## src/eipf_pkg.sv

```systemverilog
// shared types and constants for the ethernet ipv4 tcp/udp header filter
package eipf_pkg;

    // verdict codes
    typedef enum logic [2:0] {
        VERDICT_DROP    = 3'd0,
        VERDICT_ACCEPT  = 3'd1,
        VERDICT_UNKNOWN = 3'd2,
        VERDICT_ENIP    = 3'd3,
        VERDICT_TRUNC   = 3'd4
    } t_verdict;

    // transport seen
    typedef enum logic [1:0] {
        L4_NONE = 2'd0,
        L4_TCP  = 2'd1,
        L4_UDP  = 2'd2
    } t_l4_kind;

    // configuration register indexes
    typedef enum logic [2:0] {
        REG_SRC_IP   = 3'd0,
        REG_DST_IP   = 3'd1,
        REG_ANY_IP   = 3'd2,
        REG_SRC_PORT = 3'd3,
        REG_DST_PORT = 3'd4,
        REG_ANY_PORT = 3'd5
    } t_reg_idx;

    // filter settings, zero means any
    typedef struct packed {
        logic [31:0] src_ip;
        logic [31:0] dst_ip;
        logic [31:0] any_ip;
        logic [15:0] src_port;
        logic [15:0] dst_port;
        logic [15:0] any_port;
    } t_filter_cfg;

    // one verdict transaction
    typedef struct packed {
        t_verdict    verdict;
        t_l4_kind    l4_kind;
        logic [15:0] src_port;
        logic [15:0] dst_port;
    } t_result;

    // ethertype values
    localparam logic [15:0] ETH_LEN_LIMIT = 16'd1500;
    localparam logic [15:0] ET_LLDP       = 16'h88cc;
    localparam logic [15:0] ET_VLAN       = 16'h8100;
    localparam logic [15:0] ET_ARP        = 16'h0806;
    localparam logic [15:0] ET_IPV6       = 16'h86dd;
    localparam logic [15:0] ET_IPV4       = 16'h0800;

    // ip protocol numbers
    localparam logic [7:0] PROTO_ICMP = 8'd1;
    localparam logic [7:0] PROTO_IGMP = 8'd2;
    localparam logic [7:0] PROTO_TCP  = 8'd6;
    localparam logic [7:0] PROTO_UDP  = 8'd17;

    // well known ports and ethernet/ip commands
    localparam logic [15:0] PORT_HTTPS = 16'd443;
    localparam logic [15:0] PORT_ENIP  = 16'd44818;
    localparam logic [15:0] ENIP_REG   = 16'h0065;
    localparam logic [15:0] ENIP_UNREG = 16'h0066;
    localparam logic [15:0] ENIP_RR    = 16'h006f;
    localparam logic [15:0] ENIP_UNIT  = 16'h0070;

    // frame byte offsets
    localparam logic [15:0] OFF_ETYPE_HI = 16'd12;
    localparam logic [15:0] OFF_ETYPE_LO = 16'd13;
    localparam logic [15:0] OFF_LEN_HI   = 16'd16;
    localparam logic [15:0] OFF_LEN_LO   = 16'd17;
    localparam logic [15:0] OFF_PROTO    = 16'd23;
    localparam logic [15:0] OFF_SRC_IP0  = 16'd26;
    localparam logic [15:0] OFF_SRC_IP3  = 16'd29;
    localparam logic [15:0] OFF_DST_IP0  = 16'd30;
    localparam logic [15:0] OFF_DST_IP3  = 16'd33;
    localparam logic [15:0] OFF_SPORT_HI = 16'd34;
    localparam logic [15:0] OFF_SPORT_LO = 16'd35;
    localparam logic [15:0] OFF_DPORT_HI = 16'd36;
    localparam logic [15:0] OFF_DPORT_LO = 16'd37;
    localparam logic [15:0] OFF_PORTS_END = 16'd38;
    localparam logic [15:0] OFF_TCP_DOFF = 16'd46;
    localparam logic [15:0] TCP_BASE     = 16'd34;
    localparam logic [15:0] IP_HDR_BYTES = 16'd20;
    localparam logic [5:0]  TCP_MIN_HDR  = 6'd20;

endpackage

```

## src/eth_ipv4_l4_packet_filter.sv

```systemverilog
// top level of the ethernet ipv4 tcp/udp header filter
//
// Frame bytes enter on the s_axis stream one per transaction, tlast on the
// final captured byte. For every frame exactly one verdict transaction leaves
// on the m_axis stream, carrying the verdict, the transport kind and the
// source and destination ports. Filter addresses and ports are set through
// the apb port (zero means any); they are to be changed only while no frame
// is open, which the user must ensure, as the block does not enforce it.
// A byte is held in an input register and is parsed as it leaves it; the
// verdict is loaded into the output register as the tlast byte is parsed.
// Throughput: one byte per clock while no verdict is stuck in the output
// register, set by the combinational parse step between the input register
// and the state/output registers. When the receiver stalls with a verdict
// waiting, at most one more byte is taken into the input register and
// s_axis tready drops until the verdict is taken. Synchronous active-low
// reset clears the frame state, the filters and both stream valid flags.
module eth_ipv4_l4_packet_filter
    import eipf_pkg::*;
(
    input  logic        i_clk,
    input  logic        i_rst_n,
    // frame byte stream
    input  logic        i_s_axis_tvalid,
    output logic        o_s_axis_tready,
    input  logic [7:0]  i_s_axis_tdata,   // [7:0] frame_byte
    input  logic        i_s_axis_tlast,   // last_byte
    // verdict stream
    output logic        o_m_axis_tvalid,
    input  logic        i_m_axis_tready,
    output logic [39:0] o_m_axis_tdata,   // [2:0] verdict, [4:3] l4_kind,
                                          // [20:5] src_port, [36:21] dst_port
    // configuration port
    input  logic        psel,
    input  logic        penable,
    input  logic        pwrite,
    input  logic [4:0]  paddr,
    input  logic [31:0] pwdata,
    output logic [31:0] prdata,
    output logic        pready
);

    t_filter_cfg r_cfg;
    logic        r_in_valid;
    logic [7:0]  r_in_byte;
    logic        r_in_last;
    logic        r_out_valid;
    t_result     r_out;
    t_result     parse_result;
    logic        advance;
    logic        step;
    t_reg_idx    reg_idx;

    assign reg_idx = t_reg_idx'(paddr[4:2]);
    assign pready  = 1'b1;

    // configuration writes
    always_ff @(posedge i_clk) begin
        if (!i_rst_n) begin
            r_cfg <= '0;
        end else if (psel && penable && pwrite) begin
            case (reg_idx)
                REG_SRC_IP:   r_cfg.src_ip   <= pwdata;
                REG_DST_IP:   r_cfg.dst_ip   <= pwdata;
                REG_ANY_IP:   r_cfg.any_ip   <= pwdata;
                REG_SRC_PORT: r_cfg.src_port <= pwdata[15:0];
                REG_DST_PORT: r_cfg.dst_port <= pwdata[15:0];
                REG_ANY_PORT: r_cfg.any_port <= pwdata[15:0];
                default: ;
            endcase
        end
    end

    // configuration reads
    always_comb begin
        unique case (reg_idx)
            REG_SRC_IP:   prdata = r_cfg.src_ip;
            REG_DST_IP:   prdata = r_cfg.dst_ip;
            REG_ANY_IP:   prdata = r_cfg.any_ip;
            REG_SRC_PORT: prdata = {16'd0, r_cfg.src_port};
            REG_DST_PORT: prdata = {16'd0, r_cfg.dst_port};
            REG_ANY_PORT: prdata = {16'd0, r_cfg.any_port};
            default:      prdata = 32'd0;
        endcase
    end

    // pipeline moves unless a verdict is stuck in the output register
    assign advance         = !r_out_valid || i_m_axis_tready;
    assign step            = r_in_valid && advance;
    assign o_s_axis_tready = !r_in_valid || advance;

    // input register
    always_ff @(posedge i_clk) begin
        if (!i_rst_n) begin
            r_in_valid <= 1'b0;
        end else if (i_s_axis_tvalid && o_s_axis_tready) begin
            r_in_valid <= 1'b1;
        end else if (step) begin
            r_in_valid <= 1'b0;
        end
    end

    always_ff @(posedge i_clk) begin
        if (i_s_axis_tvalid && o_s_axis_tready) begin
            r_in_byte <= i_s_axis_tdata;
            r_in_last <= i_s_axis_tlast;
        end
    end

    eipf_frame_parser u_parser (
        .i_clk    (i_clk),
        .i_rst_n  (i_rst_n),
        .i_step   (step),
        .i_byte   (r_in_byte),
        .i_last   (r_in_last),
        .i_cfg    (r_cfg),
        .o_result (parse_result)
    );

    // output register
    always_ff @(posedge i_clk) begin
        if (!i_rst_n) begin
            r_out_valid <= 1'b0;
        end else if (step && r_in_last) begin
            r_out_valid <= 1'b1;
        end else if (i_m_axis_tready) begin
            r_out_valid <= 1'b0;
        end
    end

    always_ff @(posedge i_clk) begin
        if (step && r_in_last) begin
            r_out <= parse_result;
        end
    end

    assign o_m_axis_tvalid = r_out_valid;
    assign o_m_axis_tdata  = {3'd0, r_out.dst_port, r_out.src_port,
                              r_out.l4_kind, r_out.verdict};

endmodule

```

## src/eipf_frame_parser.sv

```systemverilog
// per-frame header parse state and verdict logic, one byte per step
module eipf_frame_parser
    import eipf_pkg::*;
(
    input  logic        i_clk,
    input  logic        i_rst_n,
    input  logic        i_step,
    input  logic [7:0]  i_byte,
    input  logic        i_last,
    input  t_filter_cfg i_cfg,
    output t_result     o_result
);

    logic [15:0] r_offset,    n_offset;
    logic [15:0] r_ether_type, n_ether_type;
    logic [7:0]  r_ip_proto,  n_ip_proto;
    logic [15:0] r_total_len, n_total_len;
    logic [31:0] r_src_addr,  n_src_addr;
    logic [31:0] r_dst_addr,  n_dst_addr;
    logic [15:0] r_src_port,  n_src_port;
    logic [15:0] r_dst_port,  n_dst_port;
    logic [5:0]  r_tcp_hdr,   n_tcp_hdr;
    logic [7:0]  r_cmd_lo,    n_cmd_lo;
    t_verdict    r_held,      n_held;
    logic        r_decided,   n_decided;
    t_l4_kind    r_l4,        n_l4;

    logic [15:0] et_full;
    logic [15:0] cmd_full;
    logic [15:0] pstart;
    logic [5:0]  hdr_new;
    logic        port_https;
    logic        port_enip;
    logic        ports_ok;

    // helper values for the current byte
    always_comb begin
        et_full    = {r_ether_type[15:8], i_byte};
        cmd_full   = {i_byte, r_cmd_lo};
        pstart     = TCP_BASE + {10'd0, r_tcp_hdr};
        hdr_new    = {i_byte[7:4], 2'b00};
        port_https = (r_src_port == PORT_HTTPS) || (r_dst_port == PORT_HTTPS);
        port_enip  = (r_src_port == PORT_ENIP) || (r_dst_port == PORT_ENIP);
    end

    // next parse state
    always_comb begin
        n_offset     = (r_offset != 16'hffff) ? r_offset + 16'd1 : r_offset;
        n_ether_type = r_ether_type;
        n_ip_proto   = r_ip_proto;
        n_total_len  = r_total_len;
        n_src_addr   = r_src_addr;
        n_dst_addr   = r_dst_addr;
        n_src_port   = r_src_port;
        n_dst_port   = r_dst_port;
        n_tcp_hdr    = r_tcp_hdr;
        n_cmd_lo     = r_cmd_lo;
        n_held       = r_held;
        n_decided    = r_decided;
        n_l4         = r_l4;

        if (!r_decided) begin
            if (r_offset == OFF_ETYPE_HI) begin
                n_ether_type = {i_byte, 8'd0};
            end else if (r_offset == OFF_ETYPE_LO) begin
                // ethertype classification
                n_ether_type = et_full;
                if (et_full < ETH_LEN_LIMIT) begin
                    n_held = VERDICT_ACCEPT;  n_decided = 1'b1;
                end else if (et_full == ET_LLDP || et_full == ET_VLAN ||
                             et_full == ET_ARP || et_full == ET_IPV6) begin
                    n_held = VERDICT_DROP;    n_decided = 1'b1;
                end else if (et_full != ET_IPV4) begin
                    n_held = VERDICT_UNKNOWN; n_decided = 1'b1;
                end
            end else if (r_offset == OFF_LEN_HI) begin
                n_total_len = {i_byte, 8'd0};
            end else if (r_offset == OFF_LEN_LO) begin
                n_total_len = {r_total_len[15:8], i_byte};
            end else if (r_offset == OFF_PROTO) begin
                n_ip_proto = i_byte;
            end else if (r_offset >= OFF_SRC_IP0 && r_offset <= OFF_SRC_IP3) begin
                n_src_addr = {r_src_addr[23:0], i_byte};
            end else if (r_offset >= OFF_DST_IP0 && r_offset <= OFF_DST_IP3) begin
                n_dst_addr = {r_dst_addr[23:0], i_byte};
                // address filters then protocol
                if (r_offset == OFF_DST_IP3) begin
                    if ((i_cfg.src_ip != 32'd0 && r_src_addr != i_cfg.src_ip) ||
                        (i_cfg.dst_ip != 32'd0 && n_dst_addr != i_cfg.dst_ip) ||
                        (i_cfg.any_ip != 32'd0 && r_src_addr != i_cfg.any_ip &&
                         n_dst_addr != i_cfg.any_ip)) begin
                        n_held = VERDICT_DROP;    n_decided = 1'b1;
                    end else if (r_ip_proto == PROTO_TCP) begin
                        n_l4 = L4_TCP;
                    end else if (r_ip_proto == PROTO_UDP) begin
                        n_l4 = L4_UDP;
                    end else if (r_ip_proto == PROTO_ICMP || r_ip_proto == PROTO_IGMP) begin
                        n_held = VERDICT_DROP;    n_decided = 1'b1;
                    end else begin
                        n_held = VERDICT_UNKNOWN; n_decided = 1'b1;
                    end
                end
            end else if (r_offset == OFF_SPORT_HI || r_offset == OFF_SPORT_LO) begin
                n_src_port = {r_src_port[7:0], i_byte};
            end else if (r_offset == OFF_DPORT_HI || r_offset == OFF_DPORT_LO) begin
                n_dst_port = {r_dst_port[7:0], i_byte};
                // port filters
                if (r_offset == OFF_DPORT_LO) begin
                    if ((i_cfg.src_port != 16'd0 && r_src_port != i_cfg.src_port) ||
                        (i_cfg.dst_port != 16'd0 && n_dst_port != i_cfg.dst_port) ||
                        (i_cfg.any_port != 16'd0 && r_src_port != i_cfg.any_port &&
                         n_dst_port != i_cfg.any_port)) begin
                        n_held = VERDICT_DROP;   n_decided = 1'b1;
                    end else if (r_l4 == L4_UDP) begin
                        n_held = VERDICT_ACCEPT; n_decided = 1'b1;
                    end
                end
            end else if (r_offset == OFF_TCP_DOFF) begin
                // tcp data offset and payload length
                n_tcp_hdr = hdr_new;
                if (hdr_new < TCP_MIN_HDR) begin
                    n_held = VERDICT_UNKNOWN; n_decided = 1'b1;
                end else if (r_total_len == IP_HDR_BYTES + {10'd0, hdr_new}) begin
                    n_held = VERDICT_ACCEPT;  n_decided = 1'b1;
                end else if (r_total_len != IP_HDR_BYTES + 16'd1 + {10'd0, hdr_new}) begin
                    if (port_https || !port_enip) begin
                        n_held = VERDICT_ACCEPT; n_decided = 1'b1;
                    end
                end
            end else if (r_offset > OFF_TCP_DOFF && r_offset == pstart) begin
                // first payload byte
                n_cmd_lo = i_byte;
                if (r_total_len == IP_HDR_BYTES + 16'd1 + {10'd0, r_tcp_hdr}) begin
                    if (i_byte == 8'd0 || port_https || !port_enip) begin
                        n_held = VERDICT_ACCEPT; n_decided = 1'b1;
                    end
                end
            end else if (r_offset > OFF_TCP_DOFF && r_offset == pstart + 16'd1) begin
                // ethernet/ip command word
                n_decided = 1'b1;
                if (cmd_full == ENIP_REG || cmd_full == ENIP_UNREG ||
                    cmd_full == ENIP_RR || cmd_full == ENIP_UNIT) begin
                    n_held = VERDICT_ENIP;
                end else begin
                    n_held = VERDICT_UNKNOWN;
                end
            end
        end
    end

    // result for a frame ending on this byte
    always_comb begin
        ports_ok          = (n_l4 != L4_NONE) && (n_offset >= OFF_PORTS_END);
        o_result.verdict  = n_held;
        o_result.l4_kind  = n_l4;
        o_result.src_port = ports_ok ? n_src_port : 16'd0;
        o_result.dst_port = ports_ok ? n_dst_port : 16'd0;
    end

    // state registers, cleared after every frame
    always_ff @(posedge i_clk) begin
        if (!i_rst_n || (i_step && i_last)) begin
            r_offset     <= 16'd0;
            r_ether_type <= 16'd0;
            r_ip_proto   <= 8'd0;
            r_total_len  <= 16'd0;
            r_src_addr   <= 32'd0;
            r_dst_addr   <= 32'd0;
            r_src_port   <= 16'd0;
            r_dst_port   <= 16'd0;
            r_tcp_hdr    <= 6'd0;
            r_cmd_lo     <= 8'd0;
            r_held       <= VERDICT_TRUNC;
            r_decided    <= 1'b0;
            r_l4         <= L4_NONE;
        end else if (i_step) begin
            r_offset     <= n_offset;
            r_ether_type <= n_ether_type;
            r_ip_proto   <= n_ip_proto;
            r_total_len  <= n_total_len;
            r_src_addr   <= n_src_addr;
            r_dst_addr   <= n_dst_addr;
            r_src_port   <= n_src_port;
            r_dst_port   <= n_dst_port;
            r_tcp_hdr    <= n_tcp_hdr;
            r_cmd_lo     <= n_cmd_lo;
            r_held       <= n_held;
            r_decided    <= n_decided;
            r_l4         <= n_l4;
        end
    end

endmodule

```

## config.mk

```make
export PLATFORM = sky130hd
export DESIGN_NAME = eth_ipv4_l4_packet_filter
export DESIGN_NICKNAME = d
export VERILOG_FILES = /design/src/eipf_pkg.sv /design/src/eth_ipv4_l4_packet_filter.sv /design/src/eipf_frame_parser.sv
export SDC_FILE = /design/constraint.sdc
export NUM_CORES = 1
export LEC_CHECK = 0
export BUFFER_PORTS_ARGS = -buffer_cell sky130_fd_sc_hd__buf_2
export CORE_ASPECT_RATIO = 1.25
export CORE_MARGIN = 1.5
export CORE_UTILIZATION = 55
export DETAILED_ROUTE_END_ITERATION = 6
export GPL_TIMING_DRIVEN = 0
export HOLD_SLACK_MARGIN = 0.08
export PLACE_DENSITY = 0.79
export SYNTH_ARGS = -nofsm -noshare
export SYNTH_HDL_FRONTEND = slang
export SYNTH_HIERARCHICAL = 1
export SYNTH_SLANG_ARGS = --single-unit
```

## constraint.sdc

```tcl
create_clock -name i_clk -period 3.1 [get_ports i_clk]
set_input_delay 0 -clock i_clk [delete_from_list [all_inputs] [get_ports i_clk]]
set_output_delay 0 -clock i_clk [all_outputs]
set_load 0.01 [all_outputs]
```

* After elaboration in Yosys (flattened, before gate mapping)
Index checks and enable logic that the tools add are counted.
Storage, ports and cells: flip-flop bits (word level) 346, bits of input ports 53
Operators by class: multiplexer cells 101, reductions and logical operators 69, $add $sub $neg 6, $lt $le $gt $ge 8, bitwise operators 11, equality and inequality tests 48
Operator list (number):
- 16-bit two-way mux | 22
- 32-bit case mux with 6 select lines | 1
- 32-bit inequality test | 4
- 16-bit by 6-bit == test with 1-bit output (second input constant) | 6
- 32-bit nonzero test | 3
- 3-bit two-way mux | 29
- 16-bit == test (second input constant) | 5
- 16-bit inequality test | 5
- 16-bit == test | 4
- 16-bit by 7-bit == test with 1-bit output (second input constant) | 4
- 16-bit by 5-bit == test with 1-bit output (second input constant) | 3
- 16-bit nonzero test | 3
- 1-bit two-way mux | 34
- 16-bit by 1-bit adder with 16-bit output (second input constant) | 2
- 16-bit by 4-bit == test with 1-bit output (second input constant) | 2
- 16-bit by 9-bit == test with 1-bit output (second input constant) | 2
- 16-bit by 5-bit >= comparator with 1-bit output (second input constant) | 2
- 2-bit two-way mux | 13
- 5-bit by 6-bit adder with 7-bit output (first input constant) | 3
- 1-bit logical OR | 21
- 1-bit logical AND | 18
- 16-bit by 12-bit == test with 1-bit output (second input constant) | 1
- 16-bit by 6-bit >= comparator with 1-bit output (second input constant) | 1
- 16-bit by 6-bit > comparator with 1-bit output (second input constant) | 1
- other kinds (29) | 54

* Depth between registers and ports, before layout
depth after elaboration 19, mapped depth 15, gate-level depth less buffers 11

* Modules after synthesis
Netlist, hierarchy kept.
Modules (own cells, without submodules):
- eipf_frame_parser | seq. area each 3083.0 um^2, times used 1, area each 10810.4 um^2, cells each 1416
- eth_ipv4_l4_packet_filter | seq. area each 4304.1 um^2, times used 1, area each 7962.6 um^2, cells each 726

* Worst setup path after synthesis
No wires, ideal clock.
path kind reg2reg, from register u_parser.r_offset[0], to register r_out (netlist bit o_m_axis_tdata[9]) (data pin), arrival time 2.591 ns, path buffers 2, library setup time 0.255 ns, required time 2.845 ns, slack 0.254 ns, stages on the path, launching flop included 12, period minus slack after synthesis 2.846 ns, cell sequence dfxtp_1 -> ha_1 -> clkbuf_1 -> nand3_1 -> nor3_4 -> nand3_1 -> mux2_4 -> a2111oi_2 -> o2111ai_1 -> o32ai_2 -> buf_6 -> nor2_2
On the way: cells in the longest elaborated chain, start to end 12, elaborated cells on any way between the ends 39, those cells by class add/sub (1); order compare (5); eq/ne (9); mux (19); reduce/logical (5)
Ends and longest elaborated chain:
- from (decl) | line eipf_frame_parser.sv:14 | logic [15:0] r_offset, n_offset;
- from (signal assigned) | line eipf_frame_parser.sv:177 | r_offset <= n_offset;
- 16-bit by 5-bit >= comparator with 1-bit output (tied with other cells) | line eipf_frame_parser.sv:84 | end else if (r_offset >= OFF_DST_IP0 && r_offset <= OFF_DST_IP3) begin
- 1-bit logical AND or 2-bit two-way mux (tied branches) | line eipf_frame_parser.sv:84, eipf_frame_parser.sv:87
- 2-bit two-way mux | line eipf_frame_parser.sv:84
- 2-bit two-way mux | line eipf_frame_parser.sv:82 | end else if (r_offset >= OFF_SRC_IP0 && r_offset <= OFF_SRC_IP3) begin
- 2-bit two-way mux | line eipf_frame_parser.sv:80 | end else if (r_offset == OFF_PROTO) begin
- 2-bit two-way mux | line eipf_frame_parser.sv:78 | end else if (r_offset == OFF_LEN_LO) begin
- 2-bit two-way mux | line eipf_frame_parser.sv:76 | end else if (r_offset == OFF_LEN_HI) begin
- 2-bit two-way mux | line eipf_frame_parser.sv:65 | end else if (r_offset == OFF_ETYPE_LO) begin
- 2-bit two-way mux | line eipf_frame_parser.sv:63 | if (r_offset == OFF_ETYPE_HI) begin
- 2-bit two-way mux | line eipf_frame_parser.sv:62 | if (!r_decided) begin
- 2-bit nonzero test | line eipf_frame_parser.sv:153 | ports_ok = (n_l4 != L4_NONE) && (n_offset >= OFF_PORTS_END);
- 1-bit logical AND | line eipf_frame_parser.sv:153
- to (signal assigned) | line eth_ipv4_l4_packet_filter.sv:132 | r_out <= parse_result;
- to (decl) | line eth_ipv4_l4_packet_filter.sv:47 | t_result r_out;
Several ways; a longest one is shown, not always the timed one. A chain may end at the register's enable or synchronous reset.

* Final worst setup path
from register r_in_byte[3], to register r_out (netlist bit o_m_axis_tdata[10]) (data pin)
On the way: cells in the longest elaborated chain, start to end 16, elaborated cells on any way between the ends 18, those cells by class eq/ne (2); mux (10); reduce/logical (6)
Ends and longest elaborated chain:
- from (decl) | line eth_ipv4_l4_packet_filter.sv:44 | logic [7:0] r_in_byte;
- from (signal assigned) | line eth_ipv4_l4_packet_filter.sv:104 | r_in_byte <= i_s_axis_tdata;
- 32-bit inequality test | line eipf_frame_parser.sv:89 | (i_cfg.dst_ip != 32'd0 && n_dst_addr != i_cfg.dst_ip) ||
- 1-bit logical AND | line eipf_frame_parser.sv:89
- 1-bit logical OR | line eipf_frame_parser.sv:88 | if ((i_cfg.src_ip != 32'd0 && r_src_addr != i_cfg.src_ip) ||
- 1-bit logical OR * | line eipf_frame_parser.sv:89
- 2-bit two-way mux * | line eipf_frame_parser.sv:88
- 2-bit two-way mux * | line eipf_frame_parser.sv:87 | if (r_offset == OFF_DST_IP3) begin
- 2-bit two-way mux * | line eipf_frame_parser.sv:84
- 2-bit two-way mux * | line eipf_frame_parser.sv:82
- 2-bit two-way mux * | line eipf_frame_parser.sv:80
- 2-bit two-way mux * | line eipf_frame_parser.sv:78
- 2-bit two-way mux * | line eipf_frame_parser.sv:76
- 2-bit two-way mux * | line eipf_frame_parser.sv:65
- 2-bit two-way mux * | line eipf_frame_parser.sv:63
- 2-bit two-way mux * | line eipf_frame_parser.sv:62
- 2-bit nonzero test * | line eipf_frame_parser.sv:153
- 1-bit logical AND * | line eipf_frame_parser.sv:153
Mark *: on every way between the ends. The rest lies on a longest branch, timed or not.

==> results.cfg <==
[route]
ant_nets = 0
route.detailed.vias_per_inst = 6.23
drt_iter0_drc = 1829
drc_errors = 0
routed_wl_um = 67100
post_drt_wl_per_cell_um = 23.7
firstDrtPassIters = 5
vias = 17600

[grt]
grt_overflow = 0
grt_start_max_net_pins = 38
antenna_found_initial = 0
grt_pass1_vias = 17100
grt_pass1_wl_um = 100000
track_usage_pct = 37.4

[final_layout]
drive_gt1_share_pct = 16.0
final_net_count = 2440
n_antenna_cell = 0
final_cells = 2829
fill_cells = 2745
syn2layout_area_growth_pct = 18.2

[synth]
synth.most_common_cell = nand2_1
ys_warn_count = 6
synthTopCellsByCount = nand2_1 (434), dfxtp_1 (300), mux2i_1 (244)
synth-edff-count = 46
synth.distinct_cells = 84
synth_area_leaders = dfxtp_1 (32%), mux2i_1 (13%), nand2_1 (8.7%)
async_flop_share_pct = 0
avgSynthCellArea_um2 = 8.76
synth-seq-cells = 346
ys_seq_area_share_pct = 39.3
synth_top_area_cell = dfxtp_1
synth_cells = 2142
synth_ff_type = dfxtp_1
netlist_area_um2 = 18800
netlist.area_leader.share_pct = 32.0

[timing]
layout_setup_ws_ns = 0.0635
period_minus_slack_ns = 3.04
clock_skew_ns = 0.0258
grt_setup_unrepaired = yes
finalSetupTns_ns = 0
fin_crit_sh_pct = 98.0
tightestPinTransition_ns = 0.935
finalSetupViolations = 0
slew_headroom_pct = 37.7
fmax_mhz = 329
whs_ns = 0.115
hold_viol = 0
maxSlewViolCount = 0

[flow_run]
max_cap_viol_count = 0

[die]
rows = 75
coreArea_um2 = 33600
dieArea_um2 = 35300
start_util_pct = 55.9
die_y_um = 210
io_pins = 128
die-width_um = 168

[pwr]
p_sw_share_pct = 24.3
p_clk_share_pct = 47.2
power.total_uw = 10200
switchingPower_uw = 2470
p_seq_share_pct = 45.5
p_per_area_nw_per_um2 = 459
peakVddDrop_uv = 469
cellInternalPower_uw = 7710
combPwrFrac_pct = 7.3
p_leak_uw = 0.00834

[clocking]
cts_tree = done
cts_made_buffers = 36
path_clk_slew_ns = 0.06
clock_path_buffers = 3
clock-sinks = 346
htreeDepth = 2
insertion_delay_ns = 0.56
cts_root_buffer = clkbuf_16

[critical_path]
worst_setup_path_end_kind = flip-flop
critical_path.slowest_cell = a211oi_4
cp_max_fo = 9
start_kind = flip-flop
critPathKind = flip-flop to flip-flop
critPathRequiredTime_ns = 3.52
max_stage_delay_ns = 0.41
cp.arrival_ns = 3.45
crit_chain = clkbuf_2 > xnor2_1 > nand4_1 > nor4_1 > a21oi_1 > a211oi_4 > buf_4 > nand2_1 > nor2_1 > o32ai_4 > buf_12 > buf_2 > nor2_2

[placement]
dp_hpwl_um = 48500
finalWeightedCongestion = 1.06
io_buffer_count = 119
dp_slack_ns = -0.611
dp_cells = 2687

[run_status]
status = finished clean

[hold_path]
min_path_type = input pin to flip-flop
==> logic make-up (layout without fill, tap and decap cells) <==
kind of cell | count (synthesis) | after routing | share of synthesized area [%]
fa+ha+maj | 9 | 9 | 0.600
mux | 256 | 256 | 13.8
xor+xnor | 217 | 217 | 10.1
compound gates | 282 | 282 | 9.33
other cells | 2 | 4 | 0.0400
simple gates | 858 | 858 | 22.3
buf+inv | 172 | 434 | 4.49
flops | 346 | 346 | 39.3
==> registers in the layout, indices dropped and copies added, names as in the netlist <==
| signal | flops |
|---|---|
| u_parser/r_src_port | 16 |
| u_parser/r_total_len | 16 |
| u_parser/r_tcp_hdr | 4 |
| o_m_axis_tdata | 37 |
| u_parser/r_cmd_lo | 8 |
| u_parser/r_src_addr | 32 |
| u_parser/r_dst_addr | 24 |
| r_cfg | 144 |
| u_parser/r_decided | 1 |
| u_parser/r_ether_type | 8 |
| u_parser/r_offset | 16 |
| u_parser/r_ip_proto | 8 |
| u_parser/r_dst_port | 16 |
| r_in_byte | 8 |
| u_parser/r_l4 | 2 |
| u_parser/r_held | 3 |
| r_in_valid | 1 |
| r_in_last | 1 |
| o_m_axis_tvalid | 1 |
==> path summary, 6_finish.rpt <==
path                                               from                       to  slack (ns)  cells past startpoint
worst max-delay path                       r_in_byte[3]       o_m_axis_tdata[10]        0.06                     13
worst min-delay path                           paddr[3]                r_cfg[48]        0.12                      4
worst max register to register             r_in_byte[3]       o_m_axis_tdata[10]        0.06                     13
worst min register to register  u_parser/r_total_len[1]  u_parser/r_total_len[1]        0.47                      2
==> placed cells by master, fill, tap and decap left out, types with 11 or more instances in the layout <==
cell	instances
xor2_1	77
nor2b_1	11
mux2i_1	237
nor2_2	34
buf_6	18
nor2_1	93
edfxtp_1	46
dlygate4sd3_1	53
buf_4	41
a21oi_1	146
nor3_1	14
dfxtp_1	297
o21ai_0	39
nor4_1	70
xnor2_1	140
clkbuf_16	36
nand2_1	431
nand3_1	40
nand4_1	59
buf_2	147
a2bb2oi_1	24
and3_1	15
clkbuf_1	79
nand2b_1	11
==> critical path, delay by kind of cell, from the launching register on <==
kind / cells / cell delay [ns]
XOR/XNOR: 1 / 0.24
flip-flops: 1 / 0.35
AO/OA/AOI/OAI: 3 / 0.73
buffers and inverters: 4 / 0.82
AND/OR/NAND/NOR: 5 / 0.76
==> timing repair <==
action | CTS | global route
endpoints found under the hold margin | 157 | 0
pin swaps | 5 | 14
gates cloned | 0 | 2
gates resized for setup | 27 | 53
hold buffers | 53 | 0
setup endpoints to repair | 89 | 115
buffers inserted | 7 | 17
==> power groups by stage <==
| stage | combinational, µW | clock (µW) | sequential (µW) |
|---|---|---|---|
| after floorplan | 377 | 0 | 4720 |
| after detailed placement | 639 | 0 | 4730 |
| after global placement | 629 | 0 | 4730 |
| after CTS | 698 | 4830 | 4630 |
| after global routing | 776 | 5000 | 4630 |
| final | 746 | 4810 | 4630 |
==> final cells by class <==
class | instances | area [µm²] | area share (%)
Multi-Input combinational cell | 1626 | 10700 | 48.2
Sequential cell | 346 | 7400 | 33.3
Timing Repair Buffer | 199 | 1360 | 6.13
Clock buffer | 45 | 985 | 4.44
Buffer | 157 | 863 | 3.89
Tap cell | 423 | 529 | 2.39
Clock inverter | 21 | 320 | 1.44
Inverter | 12 | 48.8 | 0.220
==> per-layer routing <==
metal	global-route usage (%)	vias to the layer above	share of wire, %
li1	-	7957	-
met1	43.4	8348	37
met2	62.2	1012	46
met3	6.56	311	8.5
met4	27.0	0	8.0
met5	0	-	0
==> metrics by stage <==
step | utilization [%] | cell area [µm²]
floorplan | - | 18800
global route | 66.0 | 22200
CTS | 65.2 | 21900
finish | 66.0 | 22200
global placement | 59.3 | 19900
detailed placement | 59.3 | 19900
Power figures use the tool's default switching activity.
